[src/design/assert_macros.svh]
// ----------------------------------------------------------------------------
// assert_macros.svh
// Shared concurrent assertion macros for the colour fader RTL.
// ----------------------------------------------------------------------------
`ifndef ASSERT_MACROS_SVH
`define ASSERT_MACROS_SVH

// Same-cycle implication, disabled while reset is asserted (active low).
`define ASSERT_IMPL(label, clk, rst_n, ante, cons) \
    label: assert property (@(posedge clk) disable iff (!(rst_n)) (ante) |-> (cons)) \
        else $error("assertion failed");

// Next-cycle implication, disabled while reset is asserted (active low).
`define ASSERT_NEXT(label, clk, rst_n, ante, cons) \
    label: assert property (@(posedge clk) disable iff (!(rst_n)) (ante) |=> (cons)) \
        else $error("assertion failed");

`endif

[src/design/lcf_pkg.sv]
// ----------------------------------------------------------------------------
// lcf_pkg
// Widths, command and frame codes, register indexes and constants of the
// LED colour fader.
// ----------------------------------------------------------------------------
package lcf_pkg;

    // Field widths
    localparam int CMD_W    = 2;
    localparam int SECS_W   = 8;
    localparam int TIME_W   = 32;
    localparam int KIND_W   = 2;
    localparam int LEVEL_W  = 8;
    localparam int COLOUR_W = 24;
    localparam int CFG_IDX_W = 3;
    localparam int CFG_DAT_W = 24;

    // Request commands
    localparam logic [CMD_W-1:0] CMD_TIMECODE = 2'd0;
    localparam logic [CMD_W-1:0] CMD_SYSTIME  = 2'd1;
    localparam logic [CMD_W-1:0] CMD_MESSAGE  = 2'd2;
    localparam logic [CMD_W-1:0] CMD_POLL     = 2'd3;

    // Result frame kinds
    localparam logic [KIND_W-1:0] KIND_TIMECODE = 2'd0;
    localparam logic [KIND_W-1:0] KIND_SYSTIME  = 2'd1;
    localparam logic [KIND_W-1:0] KIND_MESSAGE  = 2'd2;
    localparam logic [KIND_W-1:0] KIND_NONE     = 2'd3;

    // Register indexes
    localparam logic [CFG_IDX_W-1:0] REG_MASTER  = 3'd0;
    localparam logic [CFG_IDX_W-1:0] REG_BLINK   = 3'd1;
    localparam logic [CFG_IDX_W-1:0] REG_DIGIT   = 3'd2;
    localparam logic [CFG_IDX_W-1:0] REG_COLON   = 3'd3;
    localparam logic [CFG_IDX_W-1:0] REG_MESSAGE = 3'd4;

    // Blink modes
    localparam logic [1:0] BLINK_OFF  = 2'd0;
    localparam logic [1:0] BLINK_DOWN = 2'd1;

    // Levels, fade lengths and reset values
    localparam logic [LEVEL_W-1:0]  FULL_LEVEL    = 8'd255;
    localparam logic [11:0]         BLINK_MS      = 12'd1000;
    localparam logic [11:0]         MESSAGE_MS    = 12'd3000;
    localparam logic [SECS_W-1:0]   SECONDS_RESET = 8'd60;
    localparam logic [COLOUR_W-1:0] DIGIT_RESET   = 24'hFF0000;
    localparam logic [COLOUR_W-1:0] COLON_RESET   = 24'hFFFF00;
    localparam logic [COLOUR_W-1:0] MESSAGE_RESET = 24'hFFFFFF;

    // Reciprocals floor(2^RECIP_SHIFT / divisor) for the constant divider
    localparam int          RECIP_SHIFT = 20;
    localparam logic [12:0] RECIP_255   = 13'd4112;
    localparam logic [12:0] RECIP_1000  = 13'd1048;
    localparam logic [12:0] RECIP_3000  = 13'd349;

endpackage

[src/design/lcf_if.sv]
// ----------------------------------------------------------------------------
// lcf_if
// Valid/ready channels of the LED colour fader: request, result and
// configuration write.
// ----------------------------------------------------------------------------
interface lcf_req_if import lcf_pkg::*; ();
    logic                valid;
    logic                ready;
    logic [CMD_W-1:0]    cmd;
    logic [SECS_W-1:0]   seconds_units;
    logic [TIME_W-1:0]   now_ms;

    modport source (output valid, output cmd, output seconds_units, output now_ms,
                    input ready);
    modport sink   (input valid, input cmd, input seconds_units, input now_ms,
                    output ready);
endinterface

interface lcf_res_if import lcf_pkg::*; ();
    logic               valid;
    logic               ready;
    logic [KIND_W-1:0]  frame_kind;
    logic [LEVEL_W-1:0] main_red;
    logic [LEVEL_W-1:0] main_green;
    logic [LEVEL_W-1:0] main_blue;
    logic [LEVEL_W-1:0] colon_red;
    logic [LEVEL_W-1:0] colon_green;
    logic [LEVEL_W-1:0] colon_blue;

    modport source (output valid, output frame_kind, output main_red, output main_green,
                    output main_blue, output colon_red, output colon_green,
                    output colon_blue, input ready);
    modport sink   (input valid, input frame_kind, input main_red, input main_green,
                    input main_blue, input colon_red, input colon_green,
                    input colon_blue, output ready);
endinterface

interface lcf_cfg_if import lcf_pkg::*; ();
    logic                 valid;
    logic                 ready;
    logic [CFG_IDX_W-1:0] index;
    logic [CFG_DAT_W-1:0] data;

    modport source (output valid, output index, output data, input ready);
    modport sink   (input valid, input index, input data, output ready);
endinterface

[src/design/led_colour_fader_with_colon_blink.sv]
// ----------------------------------------------------------------------------
// led_colour_fader_with_colon_blink
// RGB drive levels for a clock display: master brightness, colon blink fade
// and message fade-in, computed by one shared multiplier.
// ----------------------------------------------------------------------------
// Usage:
//   i_req  takes one request word (cmd, seconds_units, now_ms); o_res gives
//   exactly one result word per request. i_cfg writes a register by index at
//   any edge where its valid is high (ready is always high); write only while
//   the block is idle.
//   Every level is a product divided by 255, 1000 or 3000. Each such step
//   uses the one shared multiplier in turn: product, reciprocal multiply,
//   then a remainder check that corrects the quotient by one. Result valid
//   rises in the same cycle as i_req.ready, and no request is taken while
//   the previous one is still being computed.
//   The result sits in an output register, so a new request is taken while
//   the previous word waits; a further finished word waits until o_res is
//   taken, and i_req.ready stays low meanwhile.
//   Reset (synchronous, active low) restores the register defaults, clears
//   any running message and sets the last seconds digit to 60.
// ----------------------------------------------------------------------------
module led_colour_fader_with_colon_blink import lcf_pkg::*; (
    input  logic         i_clk,
    input  logic         i_rst_n,
    lcf_req_if.sink      i_req,
    lcf_res_if.source    o_res,
    lcf_cfg_if.sink      i_cfg
);

`include "assert_macros.svh"

    typedef enum logic [2:0] {S_IDLE, S_MUL, S_RECIP, S_FIX, S_EMIT} t_state;

    typedef enum logic [3:0] {
        OP_MAIN0, OP_MAIN1, OP_MAIN2,
        OP_COLON0, OP_COLON1, OP_COLON2,
        OP_RAMP, OP_LEVEL,
        OP_FADE0, OP_FADE1, OP_FADE2
    } t_op;

    typedef enum logic [1:0] {DIV_255, DIV_1000, DIV_3000} t_div;

    function automatic logic [LEVEL_W-1:0] chan_of(input logic [COLOUR_W-1:0] c,
                                                   input logic [1:0] idx);
        logic [LEVEL_W-1:0] v;
        case (idx)
            2'd0:    v = c[23:16];
            2'd1:    v = c[15:8];
            default: v = c[7:0];
        endcase
        return v;
    endfunction

    // Control and configuration
    t_state               r_state;
    t_op                  r_op;
    logic                 r_out_valid;
    logic [LEVEL_W-1:0]   r_master;
    logic [1:0]           r_blink_mode;
    logic [COLOUR_W-1:0]  r_digit;
    logic [COLOUR_W-1:0]  r_colon_col;
    logic [COLOUR_W-1:0]  r_msg_col;
    logic [SECS_W-1:0]    r_last_secs;
    logic [TIME_W-1:0]    r_blink_start;
    logic                 r_msg_active;
    logic [TIME_W-1:0]    r_msg_start;

    // Per-item flags and working values
    logic                 r_msg;
    logic                 r_black;
    logic                 r_fade;
    logic [11:0]          r_e;
    logic [LEVEL_W-1:0]   r_level;
    logic [19:0]          r_prod;
    logic [LEVEL_W-1:0]   r_q0;
    logic [KIND_W-1:0]    r_kind;
    logic [LEVEL_W-1:0]   r_main  [3];
    logic [LEVEL_W-1:0]   r_colon [3];

    // Output register
    logic [KIND_W-1:0]    r_out_kind;
    logic [LEVEL_W-1:0]   r_out_main  [3];
    logic [LEVEL_W-1:0]   r_out_colon [3];

    logic [LEVEL_W-1:0]   m_eff;
    logic [TIME_W-1:0]    msg_e;
    logic [TIME_W-1:0]    blink_e;
    logic                 msg_done;
    logic                 fade_on;
    logic [1:0]           ch;
    logic [11:0]          op_a;
    logic [LEVEL_W-1:0]   op_b;
    t_div                 op_div;
    logic [11:0]          div_val;
    logic [12:0]          div_recip;
    logic [19:0]          mul_x;
    logic [12:0]          mul_y;
    logic [27:0]          mul_p;
    logic [19:0]          rem;
    logic [LEVEL_W-1:0]   q_fix;
    logic                 accept;
    logic                 emit_go;

    // A master of 0 acts as full level; full level times c over 255 is c
    assign m_eff = (r_master == '0) ? FULL_LEVEL : r_master;

    // Elapsed times of the running message and of the colon blink
    assign msg_e    = i_req.now_ms - r_msg_start;
    assign blink_e  = i_req.now_ms - r_blink_start;
    assign msg_done = (msg_e >= TIME_W'(MESSAGE_MS));
    assign fade_on  = (blink_e < TIME_W'(BLINK_MS));

    assign accept  = i_req.valid && (r_state == S_IDLE);
    assign emit_go = (r_state == S_EMIT) && (!r_out_valid || o_res.ready);

    // Pick the colour channel of the current step
    always_comb begin
        case (r_op)
            OP_MAIN0, OP_COLON0, OP_FADE0: ch = 2'd0;
            OP_MAIN1, OP_COLON1, OP_FADE1: ch = 2'd1;
            default:                       ch = 2'd2;
        endcase
    end

    // Select operands and divisor of the current step
    always_comb begin
        op_a   = {4'b0, m_eff};
        op_b   = chan_of(r_colon_col, ch);
        op_div = DIV_255;
        case (r_op)
            OP_MAIN0, OP_MAIN1, OP_MAIN2: begin
                if (r_msg) begin
                    op_a   = r_e;
                    op_b   = chan_of(r_msg_col, ch);
                    op_div = DIV_3000;
                end else begin
                    op_b   = chan_of(r_digit, ch);
                end
            end
            OP_RAMP: begin
                op_a   = r_e;
                op_b   = FULL_LEVEL;
                op_div = DIV_1000;
            end
            OP_LEVEL: begin
                op_b   = r_level;
            end
            OP_FADE0, OP_FADE1, OP_FADE2: begin
                op_a   = {4'b0, r_level};
            end
            default: begin
                op_a   = {4'b0, m_eff};
            end
        endcase
    end

    always_comb begin
        case (op_div)
            DIV_1000: begin
                div_val   = BLINK_MS;
                div_recip = RECIP_1000;
            end
            DIV_3000: begin
                div_val   = MESSAGE_MS;
                div_recip = RECIP_3000;
            end
            default: begin
                div_val   = {4'b0, FULL_LEVEL};
                div_recip = RECIP_255;
            end
        endcase
    end

    // Shared multiplier: product, reciprocal estimate, then quotient times divisor
    always_comb begin
        case (r_state)
            S_MUL: begin
                mul_x = {8'b0, op_a};
                mul_y = {5'b0, op_b};
            end
            S_RECIP: begin
                mul_x = r_prod;
                mul_y = div_recip;
            end
            S_FIX: begin
                mul_x = {12'b0, r_q0};
                mul_y = {1'b0, div_val};
            end
            default: begin
                mul_x = '0;
                mul_y = '0;
            end
        endcase
    end

    // Every product of the sequence stays below 2^28
    assign mul_p = 28'(mul_x) * 28'(mul_y);

    // Correct the low estimate by one where the remainder reaches the divisor
    assign rem   = r_prod - mul_p[19:0];
    assign q_fix = (rem >= {8'b0, div_val}) ? (r_q0 + 8'd1) : r_q0;

    assign i_req.ready = (r_state == S_IDLE);
    assign i_cfg.ready = 1'b1;

    assign o_res.valid       = r_out_valid;
    assign o_res.frame_kind  = r_out_kind;
    assign o_res.main_red    = r_out_main[0];
    assign o_res.main_green  = r_out_main[1];
    assign o_res.main_blue   = r_out_main[2];
    assign o_res.colon_red   = r_out_colon[0];
    assign o_res.colon_green = r_out_colon[1];
    assign o_res.colon_blue  = r_out_colon[2];

    // Sequencer, state, configuration and output register
    always_ff @(posedge i_clk) begin
        if (!i_rst_n) begin
            r_state       <= S_IDLE;
            r_op          <= OP_MAIN0;
            r_out_valid   <= 1'b0;
            r_master      <= FULL_LEVEL;
            r_blink_mode  <= BLINK_DOWN;
            r_digit       <= DIGIT_RESET;
            r_colon_col   <= COLON_RESET;
            r_msg_col     <= MESSAGE_RESET;
            r_last_secs   <= SECONDS_RESET;
            r_blink_start <= '0;
            r_msg_active  <= 1'b0;
            r_msg_start   <= '0;
        end else begin
            // Take configuration writes
            if (i_cfg.valid) begin
                case (i_cfg.index)
                    REG_MASTER:  r_master     <= i_cfg.data[7:0];
                    REG_BLINK:   r_blink_mode <= i_cfg.data[1:0];
                    REG_DIGIT:   r_digit      <= i_cfg.data;
                    REG_COLON:   r_colon_col  <= i_cfg.data;
                    REG_MESSAGE: r_msg_col    <= i_cfg.data;
                    default: ;
                endcase
            end

            // Drop the output word once taken, unless a new word replaces it
            if (r_out_valid && o_res.ready && !emit_go) begin
                r_out_valid <= 1'b0;
            end

            case (r_state)
                S_IDLE: begin
                    if (accept) begin
                        r_op    <= OP_MAIN0;
                        r_msg   <= 1'b0;
                        r_black <= 1'b0;
                        r_fade  <= 1'b0;
                        for (int i = 0; i < 3; i++) begin
                            r_main[i]  <= '0;
                            r_colon[i] <= '0;
                        end
                        if (i_req.cmd == CMD_MESSAGE || i_req.cmd == CMD_POLL) begin
                            // Start or end a message, no frame
                            if (i_req.cmd == CMD_MESSAGE) begin
                                r_msg_start  <= i_req.now_ms;
                                r_msg_active <= 1'b1;
                            end else if (r_msg_active && msg_done) begin
                                r_msg_active <= 1'b0;
                            end
                            r_kind  <= KIND_NONE;
                            r_state <= S_EMIT;
                        end else if (r_msg_active) begin
                            // Message fade replaces the frame
                            r_msg   <= 1'b1;
                            r_e     <= msg_done ? MESSAGE_MS : msg_e[11:0];
                            r_kind  <= KIND_MESSAGE;
                            r_state <= S_MUL;
                        end else begin
                            r_kind  <= i_req.cmd;
                            r_e     <= {2'b0, blink_e[9:0]};
                            if (i_req.cmd == CMD_TIMECODE && r_blink_mode != BLINK_OFF) begin
                                if (i_req.seconds_units != r_last_secs) begin
                                    r_last_secs   <= i_req.seconds_units;
                                    r_blink_start <= i_req.now_ms;
                                    r_black       <= 1'b1;
                                end else begin
                                    r_fade        <= fade_on;
                                end
                            end
                            r_state <= S_MUL;
                        end
                    end
                end
                S_MUL: begin
                    r_prod  <= mul_p[19:0];
                    r_state <= S_RECIP;
                end
                S_RECIP: begin
                    r_q0    <= mul_p[RECIP_SHIFT +: LEVEL_W];
                    r_state <= S_FIX;
                end
                S_FIX: begin
                    // Store the quotient of this step
                    case (r_op)
                        OP_MAIN0, OP_MAIN1, OP_MAIN2:    r_main[ch]  <= q_fix;
                        OP_COLON0, OP_COLON1, OP_COLON2: r_colon[ch] <= q_fix;
                        OP_RAMP: begin
                            r_level <= (r_blink_mode == BLINK_DOWN) ? (FULL_LEVEL - q_fix)
                                                                    : q_fix;
                        end
                        OP_LEVEL:                        r_level     <= q_fix;
                        default:                         r_colon[ch] <= q_fix;
                    endcase
                    // Advance to the next step or finish
                    if ((r_op == OP_MAIN2 && (r_msg || r_black)) ||
                        (r_op == OP_COLON2 && !r_fade) || r_op == OP_FADE2) begin
                        r_state <= S_EMIT;
                    end else begin
                        r_op    <= t_op'(r_op + 4'd1);
                        r_state <= S_MUL;
                    end
                end
                S_EMIT: begin
                    // Hold until the output register is free
                    if (emit_go) begin
                        r_out_valid <= 1'b1;
                        r_out_kind  <= r_kind;
                        for (int i = 0; i < 3; i++) begin
                            r_out_main[i]  <= r_main[i];
                            r_out_colon[i] <= r_colon[i];
                        end
                        r_state <= S_IDLE;
                    end
                end
                default: begin
                    r_state <= S_IDLE;
                end
            endcase
        end
    end

    // An accepted word keeps the request side busy in the next cycle
    `ASSERT_NEXT(a_busy_after_accept, i_clk, i_rst_n, accept, !i_req.ready)
    // The reciprocal estimate is never more than one below the quotient
    `ASSERT_IMPL(a_rem_bound, i_clk, i_rst_n, r_state == S_FIX, rem < {7'b0, div_val, 1'b0})
    // Message steps stop after the main channels
    `ASSERT_IMPL(a_msg_ops, i_clk, i_rst_n, r_msg && r_state == S_MUL,
                 r_op == OP_MAIN0 || r_op == OP_MAIN1 || r_op == OP_MAIN2)
    // Message frames carry black colons
    `ASSERT_IMPL(a_msg_colon, i_clk, i_rst_n, r_out_valid && r_out_kind == KIND_MESSAGE,
                 r_out_colon[0] == '0 && r_out_colon[1] == '0 && r_out_colon[2] == '0)

endmodule
[src/flat_wrapper.sv]
// flat-port wrapper written by rule: the top's interface ports become plain ports
module led_colour_fader_with_colon_blink_flat import lcf_pkg::*;
  (i_clk, i_rst_n, i_req_valid, i_req_cmd, i_req_seconds_units, i_req_now_ms, i_req_ready, o_res_valid, o_res_frame_kind, o_res_main_red, o_res_main_green, o_res_main_blue, o_res_colon_red, o_res_colon_green, o_res_colon_blue, o_res_ready, i_cfg_valid, i_cfg_index, i_cfg_data, i_cfg_ready);
  lcf_req_if i_req_i ();
  lcf_res_if o_res_i ();
  lcf_cfg_if i_cfg_i ();
  input  logic i_clk;
  input  logic i_rst_n;
  input wire logic [$bits(i_req_i.valid)-1:0] i_req_valid;
  input wire logic [$bits(i_req_i.cmd)-1:0] i_req_cmd;
  input wire logic [$bits(i_req_i.seconds_units)-1:0] i_req_seconds_units;
  input wire logic [$bits(i_req_i.now_ms)-1:0] i_req_now_ms;
  output wire logic [$bits(i_req_i.ready)-1:0] i_req_ready;
  output wire logic [$bits(o_res_i.valid)-1:0] o_res_valid;
  output wire logic [$bits(o_res_i.frame_kind)-1:0] o_res_frame_kind;
  output wire logic [$bits(o_res_i.main_red)-1:0] o_res_main_red;
  output wire logic [$bits(o_res_i.main_green)-1:0] o_res_main_green;
  output wire logic [$bits(o_res_i.main_blue)-1:0] o_res_main_blue;
  output wire logic [$bits(o_res_i.colon_red)-1:0] o_res_colon_red;
  output wire logic [$bits(o_res_i.colon_green)-1:0] o_res_colon_green;
  output wire logic [$bits(o_res_i.colon_blue)-1:0] o_res_colon_blue;
  input wire logic [$bits(o_res_i.ready)-1:0] o_res_ready;
  input wire logic [$bits(i_cfg_i.valid)-1:0] i_cfg_valid;
  input wire logic [$bits(i_cfg_i.index)-1:0] i_cfg_index;
  input wire logic [$bits(i_cfg_i.data)-1:0] i_cfg_data;
  output wire logic [$bits(i_cfg_i.ready)-1:0] i_cfg_ready;
  assign i_req_i.valid = i_req_valid;
  assign i_req_i.cmd = i_req_cmd;
  assign i_req_i.seconds_units = i_req_seconds_units;
  assign i_req_i.now_ms = i_req_now_ms;
  assign i_req_ready = i_req_i.ready;
  assign o_res_valid = o_res_i.valid;
  assign o_res_frame_kind = o_res_i.frame_kind;
  assign o_res_main_red = o_res_i.main_red;
  assign o_res_main_green = o_res_i.main_green;
  assign o_res_main_blue = o_res_i.main_blue;
  assign o_res_colon_red = o_res_i.colon_red;
  assign o_res_colon_green = o_res_i.colon_green;
  assign o_res_colon_blue = o_res_i.colon_blue;
  assign o_res_i.ready = o_res_ready;
  assign i_cfg_i.valid = i_cfg_valid;
  assign i_cfg_i.index = i_cfg_index;
  assign i_cfg_i.data = i_cfg_data;
  assign i_cfg_ready = i_cfg_i.ready;
  led_colour_fader_with_colon_blink u_core (.i_clk(i_clk), .i_rst_n(i_rst_n), .i_req(i_req_i), .o_res(o_res_i), .i_cfg(i_cfg_i));
endmodule
[config.mk]
export PLATFORM = sky130hd
export DESIGN_NAME = led_colour_fader_with_colon_blink_flat
export DESIGN_NICKNAME = d
export VERILOG_FILES = /design/src/design/lcf_pkg.sv /design/src/design/lcf_if.sv /design/src/design/led_colour_fader_with_colon_blink.sv /design/src/flat_wrapper.sv
export VERILOG_INCLUDE_DIRS = /design/src /design/src/design
export SDC_FILE = /design/constraint.sdc
export NUM_CORES = 1
export LEC_CHECK = 0
export ABC_CLOCK_PERIOD_IN_PS = 23900
export BUFFER_PORTS_ARGS = -buffer_cell sky130_fd_sc_hd__buf_2
export CAP_MARGIN = 20
export CORE_UTILIZATION = 50
export DETAILED_ROUTE_END_ITERATION = 8
export PLACE_DENSITY = 0.73
export SLEW_MARGIN = 0
export SYNTH_ARGS = -nofsm -noshare
export SYNTH_HDL_FRONTEND = slang
export SYNTH_SLANG_ARGS = --single-unit
[constraint.sdc]
create_clock -name i_clk -period 23.9 [get_ports i_clk]
set_input_delay 2.39 -clock i_clk [delete_from_list [all_inputs] [get_ports i_clk]]
set_output_delay 2.39 -clock i_clk [all_outputs]
set_load 0.1 [all_outputs]
Yosys cells after proc, flatten, opt, wreduce, memory -nomap -nowiden
Memory sizes are Yosys's and may differ from the RTL's.
Cells that the tools add are included.
{"block": "totals", "ff_bits": 218, "ramBits": 96, "output_inout_bits": 53, "mem_count": 4}
{"memory": "u_core.r_colon", "words": 3, "word_bits": 8, "rd": 3, "rd_clocked_by_memory_dff": 0, "write_ports": 3, "line": "led_colour_fader_with_colon_blink.sv:78", "source": "logic [LEVEL_W-1:0] r_colon [3];"}
{"memory": "u_core.r_main", "words": 3, "word_bits": 8, "rd": 3, "rd_clocked_by_memory_dff": 0, "write_ports": 3, "line": "led_colour_fader_with_colon_blink.sv:77", "source": "logic [LEVEL_W-1:0] r_main [3];"}
{"memory": "u_core.r_out_colon", "words": 3, "word_bits": 8, "rd": 3, "rd_clocked_by_memory_dff": 0, "write_ports": 3, "line": "led_colour_fader_with_colon_blink.sv:83", "source": "logic [LEVEL_W-1:0] r_out_colon [3];"}
{"memory": "u_core.r_out_main", "words": 3, "word_bits": 8, "rd": 3, "rd_clocked_by_memory_dff": 0, "write_ports": 3, "line": "led_colour_fader_with_colon_blink.sv:82", "source": "logic [LEVEL_W-1:0] r_out_main [3];"}
{"block": "classes", "addsub": 6, "mul": 1, "magnitude_cmp": 3, "n_eq_ne": 28, "muxes": 63, "bitwise": 4, "reduce_logical": 54}
{"cell": "case mux 8 bit (2 select lines)", "count": 4}
{"cell": "subtractor 32 bit", "count": 2}
{"cell": "case mux 20 bit (3 select lines)", "count": 1}
{"cell": "two-way mux 8 bit", "count": 7}
{"cell": "case mux 13 bit (3 select lines)", "count": 1}
{"cell": "case mux 12 bit (3 select lines)", "count": 1}
{"cell": ">= comparator 32 x 12 -> 1 bit (second input constant)", "count": 1}
{"cell": "less-than comparator 32 x 10 -> 1 bit (second input constant)", "count": 1}
{"cell": "two-way mux 1 bit", "count": 30}
{"cell": "multiplier 20 x 13 -> 28 bit", "count": 1}
{"cell": "case mux 13 bit (2 select lines)", "count": 1}
{"cell": "two-way mux 12 bit", "count": 2}
{"cell": "case mux 12 bit (2 select lines)", "count": 1}
{"cell": "case mux 8 bit (3 select lines)", "count": 1}
{"cell": "OR reduction 8 bit", "count": 3}
{"cell": ">= comparator 20 x 12 -> 1 bit", "count": 1}
{"cell": "subtractor 20 bit", "count": 1}
{"cell": "OR reduction 3 bit", "count": 6}
{"cell": "equality test 4 x 3 -> 1 bit (second input constant)", "count": 4}
{"cell": "AND reduction 2 bit", "count": 8}
{"cell": "case mux 3 bit (5 select lines)", "count": 1}
{"cell": "equality test 3 x 2 -> 1 bit (second input constant)", "count": 4}
{"cell": "equality test 4 bit (second input constant)", "count": 3}
{"cell": "two-way mux 3 bit", "count": 4}
{"cell": "other kinds (32)", "count": 70}

Longest topological paths before layout
{"block": "logic_depth", "word_depth": 15, "depth_mapped": 46, "depth_no_buf": 42}

Worst setup path after synthesis
Ideal clock, no wire load.
{"block": "synth_timing", "path_kind": "flip-flop to flip-flop", "from": "register u_core.r_op[0]", "to": "register u_core.r_level[1], data pin", "setup_time_ns": 0.274, "t_arrival_ns": 9.836, "required_time_ns": 23.626, "slack_ns": 13.791, "stages_incl_launch_ff": 44, "n_path_buf": 4, "synth_period_minus_slack_ns": 10.109, "cell_sequence": "dfxtp_1 -> ha_1 -> nor2b_1 -> nor2_1 -> nor2_1 -> clkbuf_1 -> mux2i_1 -> o21ai_0 -> a221oi_1 -> a21oi_1 -> o21ai_0 -> a21o_1 -> clkbuf_1 -> clkbuf_1 -> nor2_1 -> fa_1 -> inv_1 -> fa_1 -> [... 8 more ...] -> nor2_1 -> a21bo_2 -> nand2b_1 -> a21o_1 -> xor2_1 -> inv_1 -> ha_1 -> inv_1 -> nor2_1 -> a311o_1 -> or2_0 -> buf_2 -> or3_1 -> a22oi_1 -> o2111ai_2 -> or3b_4 -> mux2i_4 -> xor2_1"}
{"block": "synth_via", "elab_chain_len": 15, "word_cells_on_any_way": 37, "cone_classes": "2 x add/sub; 1 x mul; 1 x order compare; 12 x eq/ne; 15 x mux; 6 x reduce/logical"}
{"element": "start, declared", "line": "led_colour_fader_with_colon_blink.sv:56", "source": "t_op r_op;"}
{"element": "start signal, assigned", "line": "led_colour_fader_with_colon_blink.sv:316", "source": "r_op <= t_op'(r_op + 4'd1);"}
{"element": "equality test 4 bit (tied with other cells)", "line": "led_colour_fader_with_colon_blink.sv:118, led_colour_fader_with_colon_blink.sv:130"}
{"element": "OR reduction 3 bit", "line": "led_colour_fader_with_colon_blink.sv:118", "source": "case (r_op)"}
{"element": "case mux 2 bit (2 select lines)", "line": "led_colour_fader_with_colon_blink.sv:118"}
{"element": "equality test 2 x 1 -> 1 bit or logical NOT 2 bit (tied branches)", "line": "led_colour_fader_with_colon_blink.sv:46", "source": "case (idx)"}
{"element": "case mux 8 bit (2 select lines)", "line": "led_colour_fader_with_colon_blink.sv:46"}
{"element": "two-way mux 8 bit", "line": "led_colour_fader_with_colon_blink.sv:132", "source": "if (r_msg) begin"}
{"element": "case mux 8 bit (3 select lines)", "line": "led_colour_fader_with_colon_blink.sv:130", "source": "case (r_op)"}
{"element": "case mux 13 bit (3 select lines)", "line": "led_colour_fader_with_colon_blink.sv:176", "source": "case (r_state)"}
{"element": "multiplier 20 x 13 -> 28 bit (*)", "line": "led_colour_fader_with_colon_blink.sv:197", "source": "assign mul_p = 28'(mul_x) * 28'(mul_y);"}
{"element": "named net u_core.mul_p[12]", "line": "led_colour_fader_with_colon_blink.sv:98", "source": "logic [27:0] mul_p;"}
{"element": "subtractor 20 bit (*)", "line": "led_colour_fader_with_colon_blink.sv:200", "source": "assign rem = r_prod - mul_p[19:0];"}
{"element": ">= comparator 20 x 12 -> 1 bit (*)", "line": "led_colour_fader_with_colon_blink.sv:201", "source": "assign q_fix = (rem >= {8'b0, div_val}) ? (r_q0 + 8'd1) : r_q0;"}
{"element": "two-way mux 8 bit (*)", "line": "led_colour_fader_with_colon_blink.sv:201"}
{"element": "subtractor 8 bit", "line": "led_colour_fader_with_colon_blink.sv:305", "source": "r_level <= (r_blink_mode == BLINK_DOWN) ? (FULL_LEVEL - q_fix)"}
{"element": "two-way mux 8 bit", "line": "led_colour_fader_with_colon_blink.sv:305"}
{"element": "case mux 8 bit (2 select lines) (*)", "line": "led_colour_fader_with_colon_blink.sv:301", "source": "case (r_op)"}
{"element": "end signal, assigned", "line": "led_colour_fader_with_colon_blink.sv:305"}
{"element": "end signal, assigned", "line": "led_colour_fader_with_colon_blink.sv:308", "source": "OP_LEVEL: r_level <= q_fix;"}
{"element": "end, declared", "line": "led_colour_fader_with_colon_blink.sv:73", "source": "logic [LEVEL_W-1:0] r_level;"}
Mark *: on every way through the listed nets, which the timed path passes. The rest lies on a longest branch.
A chain may end at the register's enable or synchronous reset.

Final worst setup path
{"block": "layout_timing", "from": "register u_core.r_op[0]", "to": "register u_core.r_level[4], data pin"}
{"block": "layout_via", "elab_chain_len": 15, "word_cells_on_any_way": 37, "cone_classes": "2 x add/sub; 1 x mul; 1 x order compare; 12 x eq/ne; 15 x mux; 6 x reduce/logical"}
{"element": "equality test 4 bit (tied with other cells)", "line": "led_colour_fader_with_colon_blink.sv:118, led_colour_fader_with_colon_blink.sv:130"}
{"element": "OR reduction 3 bit", "line": "led_colour_fader_with_colon_blink.sv:118"}
{"element": "case mux 2 bit (2 select lines)", "line": "led_colour_fader_with_colon_blink.sv:118"}
{"element": "equality test 2 x 1 -> 1 bit or logical NOT 2 bit (tied branches)", "line": "led_colour_fader_with_colon_blink.sv:46"}
{"element": "case mux 8 bit (2 select lines)", "line": "led_colour_fader_with_colon_blink.sv:46"}
{"element": "two-way mux 8 bit", "line": "led_colour_fader_with_colon_blink.sv:132"}
{"element": "case mux 8 bit (3 select lines)", "line": "led_colour_fader_with_colon_blink.sv:130"}
{"element": "case mux 13 bit (3 select lines)", "line": "led_colour_fader_with_colon_blink.sv:176"}
{"element": "multiplier 20 x 13 -> 28 bit", "line": "led_colour_fader_with_colon_blink.sv:197"}
{"element": "subtractor 20 bit", "line": "led_colour_fader_with_colon_blink.sv:200"}
{"element": ">= comparator 20 x 12 -> 1 bit", "line": "led_colour_fader_with_colon_blink.sv:201"}
{"element": "two-way mux 8 bit", "line": "led_colour_fader_with_colon_blink.sv:201"}
{"element": "subtractor 8 bit", "line": "led_colour_fader_with_colon_blink.sv:305"}
{"element": "two-way mux 8 bit", "line": "led_colour_fader_with_colon_blink.sv:305"}
{"element": "case mux 8 bit (2 select lines) (*)", "line": "led_colour_fader_with_colon_blink.sv:301"}
Mark *: on every way between the ends. The rest lies on a longest branch, timed or not.

==> impl_metrics.py <==
metrics = {
    "status": {
        "status": "completed",
    },
    "cts": {
        "clkTransAtPathRegs_ns": 0.07,
        "clkLatencyLatePin_ns": 0.55,
        "hold_buffers": 0,
        "cts_sinks": 314,
        "cts_buffer_depth": 3,
        "cts_max_level": 2,
        "cts_buffers": 34,
        "post_cts_buffers": 0,
        "cts_tree": "done",
        "cts-resized-gates": 0,
        "root_buffer": "clkbuf_16",
    },
    "setup_path": {
        "cp-startpoint": "u_core.r_op[0]$_SDFFE_PN0P_",
        "cp-endpoint": "u_core.r_level[4]$_DFFE_PP_",
        "worst_path_most_repeated_cell": "inv_1",
        "path_class": "flop to flop",
        "arrival_ns": 11.34,
        "reg2reg_slack_ns": 12.81,
        "critPathCaptureType": "flop",
        "r2r-end": "u_core.r_level[4]$_DFFE_PP_",
        "cpPeakStageDelay_ns": 0.64,
        "crit_path_max_fanout": 22,
        "ff2ff_path_depth": 39,
        "crit_path_top_delay_cell": "a2111oi_0",
        "startpoint_type": "flop",
        "reg2reg_from": "u_core.r_op[0]$_SDFFE_PN0P_",
        "required_ns": 24.15,
    },
    "routing": {
        "wirelength_um": 67140,
        "drt_iter0_drc": 1562,
        "highest_layer": "met5",
        "routed-wl-met2_um": 32800,
        "drc": 0,
        "vias": 20791,
        "drtAntennaViolNets": 0,
        "wl_met3_um": 4172,
        "wire_per_inst_um": 18.40,
        "drtPass1Iterations": 8,
        "met1_length_um": 28410,
        "via_per_inst": 5.698,
    },
    "floorplan": {
        "floorplan.initialDensity_pct": 50.62,
        "rows": 82,
        "fp.dieH_um": 227.4,
        "core_um2": 50170,
        "die_x_um": 227.4,
        "pin_count": 127,
        "die_area_um2": 51700,
    },
    "placement": {
        "dpl_worst_slack_ns": 12.92,
        "io_buffers": 125,
        "dp_hpwl_um": 52140,
        "placed_cell_area_um2": 26750,
        "gp_congestion": 0.9740,
    },
    "finish": {
        "drive_gt1_share_pct": 9.540,
        "design_area_um2": 27960,
        "final_util_pct": 55.74,
        "final_common_cell": "nand2_1",
        "areaGrowthSynthToFinish_pct": 10.11,
        "nFillCells": 4430,
        "diodes": 0,
        "layout_common_cells": "nand2_1, inv_1, nor2_1, fa_1, dfxtp_1",
        "fin_nets": 3366,
    },
    "min_path": {
        "hold_class": "flop to flop",
    },
    "global_routing": {
        "grt_max_degree": 88,
        "grt_pass1_wl_um": 108300,
        "antenna_found_initial": 4,
        "grt-ovfl-total": 0,
        "grt_util_all_layers_pct": 26.54,
        "grt_pass1_vias": 20478,
    },
    "job": {
        "maxCapViolCount": 0,
    },
    "sta": {
        "rsz0062_at_grt": "false",
        "setup_viol": 0,
        "finalHoldViolCount": 0,
        "max_freq_mhz": 90.18,
        "fin_crit_sh_pct": 46.40,
        "layout_setup_ws_ns": 12.81,
        "maxSlewHeadroom_pct": 28.02,
        "min_period_ns": 11.09,
        "worstMarginPinSlew_ns": 1.077,
        "drv_slew": 0,
        "finClkSkew_ns": 0.02956,
        "hold_slack_ns": 0.4198,
        "setup_tns_ns": 0,
    },
    "logic_synthesis": {
        "yosys_warnings": 0,
        "synthCells": 2845,
        "ys_seq_area_share_pct": 30.70,
        "yosysUniqueCellTypes": 95,
        "syn_area_um2": 25400,
        "ys.flop_type": "dfxtp_1",
        "synth_edf_count": 151,
        "ys_ff_latch": 314,
        "syn_avg_cell_area_um2": 8.926,
        "async_flop_share_pct": 0,
    },
    "power_and_ir_drop": {
        "power_per_cell_area_nw_per_um2": 67.50,
        "peakVddDrop_v": 0.00004209,
        "leakagePower_nw": 11.95,
    },
}
==> logic make-up after synthesis <==
kind of cell	after synthesis	synth area share (%)
buffers and inverters	455	6.750
other	2	0.02957
DFF	314	30.70
xor gates and xnor gates	101	3.700
AOI/OAI and AO/OA	525	14.01
adders and majority gates	345	22.66
and+or+nand+nor	1023	18.47
muxes	80	3.680
==> power breakdown <==
| group | switching, W | leakage, nW | internal [W] |
|---|---|---|---|
| combinational | 0.000427 | 8.66 | 0.000258 |
| sequential | 0.0000191 | 2.71 | 0.000604 |
| clock | 0.000226 | 0.584 | 0.000354 |
| total | 0.000672 | 11.9 | 0.00122 |
==> area by class of cell <==
type | instances | area (um^2) | share of cell area [%]
clock inverters | 18 | 324.1 | 1.159
repair buffers | 146 | 785.8 | 2.810
flip-flops and latches | 314 | 7797 | 27.88
clock buffers | 44 | 888.4 | 3.177
multi-input cells | 2117 | 16060 | 57.43
inverters | 338 | 1269 | 4.537
well taps | 672 | 840.8 | 3.007
==> flip-flops by register name, summed over array words and instances (netlist names), 12 cells and up <==
name	flops
u_core.r_blink_start	32
u_core.r_colon	24
u_core.r_colon_col	24
u_core.r_digit	24
u_core.r_e	12
u_core.r_main	24
u_core.r_msg_col	24
u_core.r_msg_start	32
u_core.r_out_colon	24
u_core.r_out_main	24
u_core.r_prod	20
==> layer usage <==
metal / GRT usage (%) / vias to the layer above
li1: - / 9786
met1: 34.49 / 10149
met2: 46.20 / 734
met3: 3.356 / 116
met4: 7.556 / 6
met5: 0 / -
==> cells in the mapped netlist (18+ instances only) <==
cell type	count	area [um^2]
a31oi_1	22	137.6
nand3_1	97	485.5
fa_1	193	3864
nor3_1	40	200.2
nor2_1	218	818.3
and3_1	23	143.9
clkbuf_1	100	375.4
edfxtp_1	151	4534
nor2b_1	53	331.6
dfxtp_1	163	3263
o21a_1	21	157.7
o21ai_0	82	410.4
nand2b_1	31	193.9
or2_2	32	200.2
xnor2_1	51	446.7
inv_1	337	1265
a21boi_0	63	473.0
nand2_1	433	1625
a21o_1	46	345.3
a22oi_1	18	135.1
xor2_1	46	402.9
ha_1	148	1852
mux2i_1	54	540.5
o211ai_1	18	135.1
a21oi_1	128	640.6
==> critical path, delay by kind of cell (launching register included) <==
| kind | cells | cell delay (ns) |
|---|---|---|
| XOR/XNOR | 3 | 0.85 |
| AO/OA/AOI/OAI | 11 | 2.94 |
| adder cells (fa/ha/maj) | 10 | 4.34 |
| buffers and inverters | 7 | 0.76 |
| flip-flops | 1 | 0.40 |
| AND/OR/NAND/NOR | 8 | 1.50 |
==> how the worst min path moves through the flow <==
stage | from | to | slack, ns | depth (start not counted)
global placement | u_core.r_kind[1]$_SDFFCE_PP1P_ | u_core.o_res.frame_kind[1]$_DFFE_PP_ | 0.41 | 0
CTS | u_core.r_colon[0][3]$_SDFFCE_PN0P_ | u_core.r_out_colon[0][3]$_DFFE_PP_ | 0.42 | 0
finish | u_core.r_main[1][5]$_SDFFCE_PN0P_ | u_core.r_out_main[0][13]$_DFFE_PP_ | 0.42 | 0
detailed placement | u_core.r_main[2][5]$_SDFFCE_PN0P_ | u_core.r_out_main[0][21]$_DFFE_PP_ | 0.41 | 0
global route | u_core.r_colon[0][2]$_SDFFCE_PN0P_ | u_core.r_out_colon[0][2]$_DFFE_PP_ | 0.43 | 0
floorplan | u_core.r_kind[0]$_SDFFCE_PP1P_ | u_core.o_res.frame_kind[0]$_DFFE_PP_ | 0.40 | 0
==> through the flow <==
step	std cells	power (W)
finish	3649	0.001887
global route	3649	0.001987
CTS	3649	0.001889
detailed placement	3587	0.001309
global placement	3587	0.001296
floorplan	2886	0.001129
No activity file was read; power rests on OpenSTA's default activity.
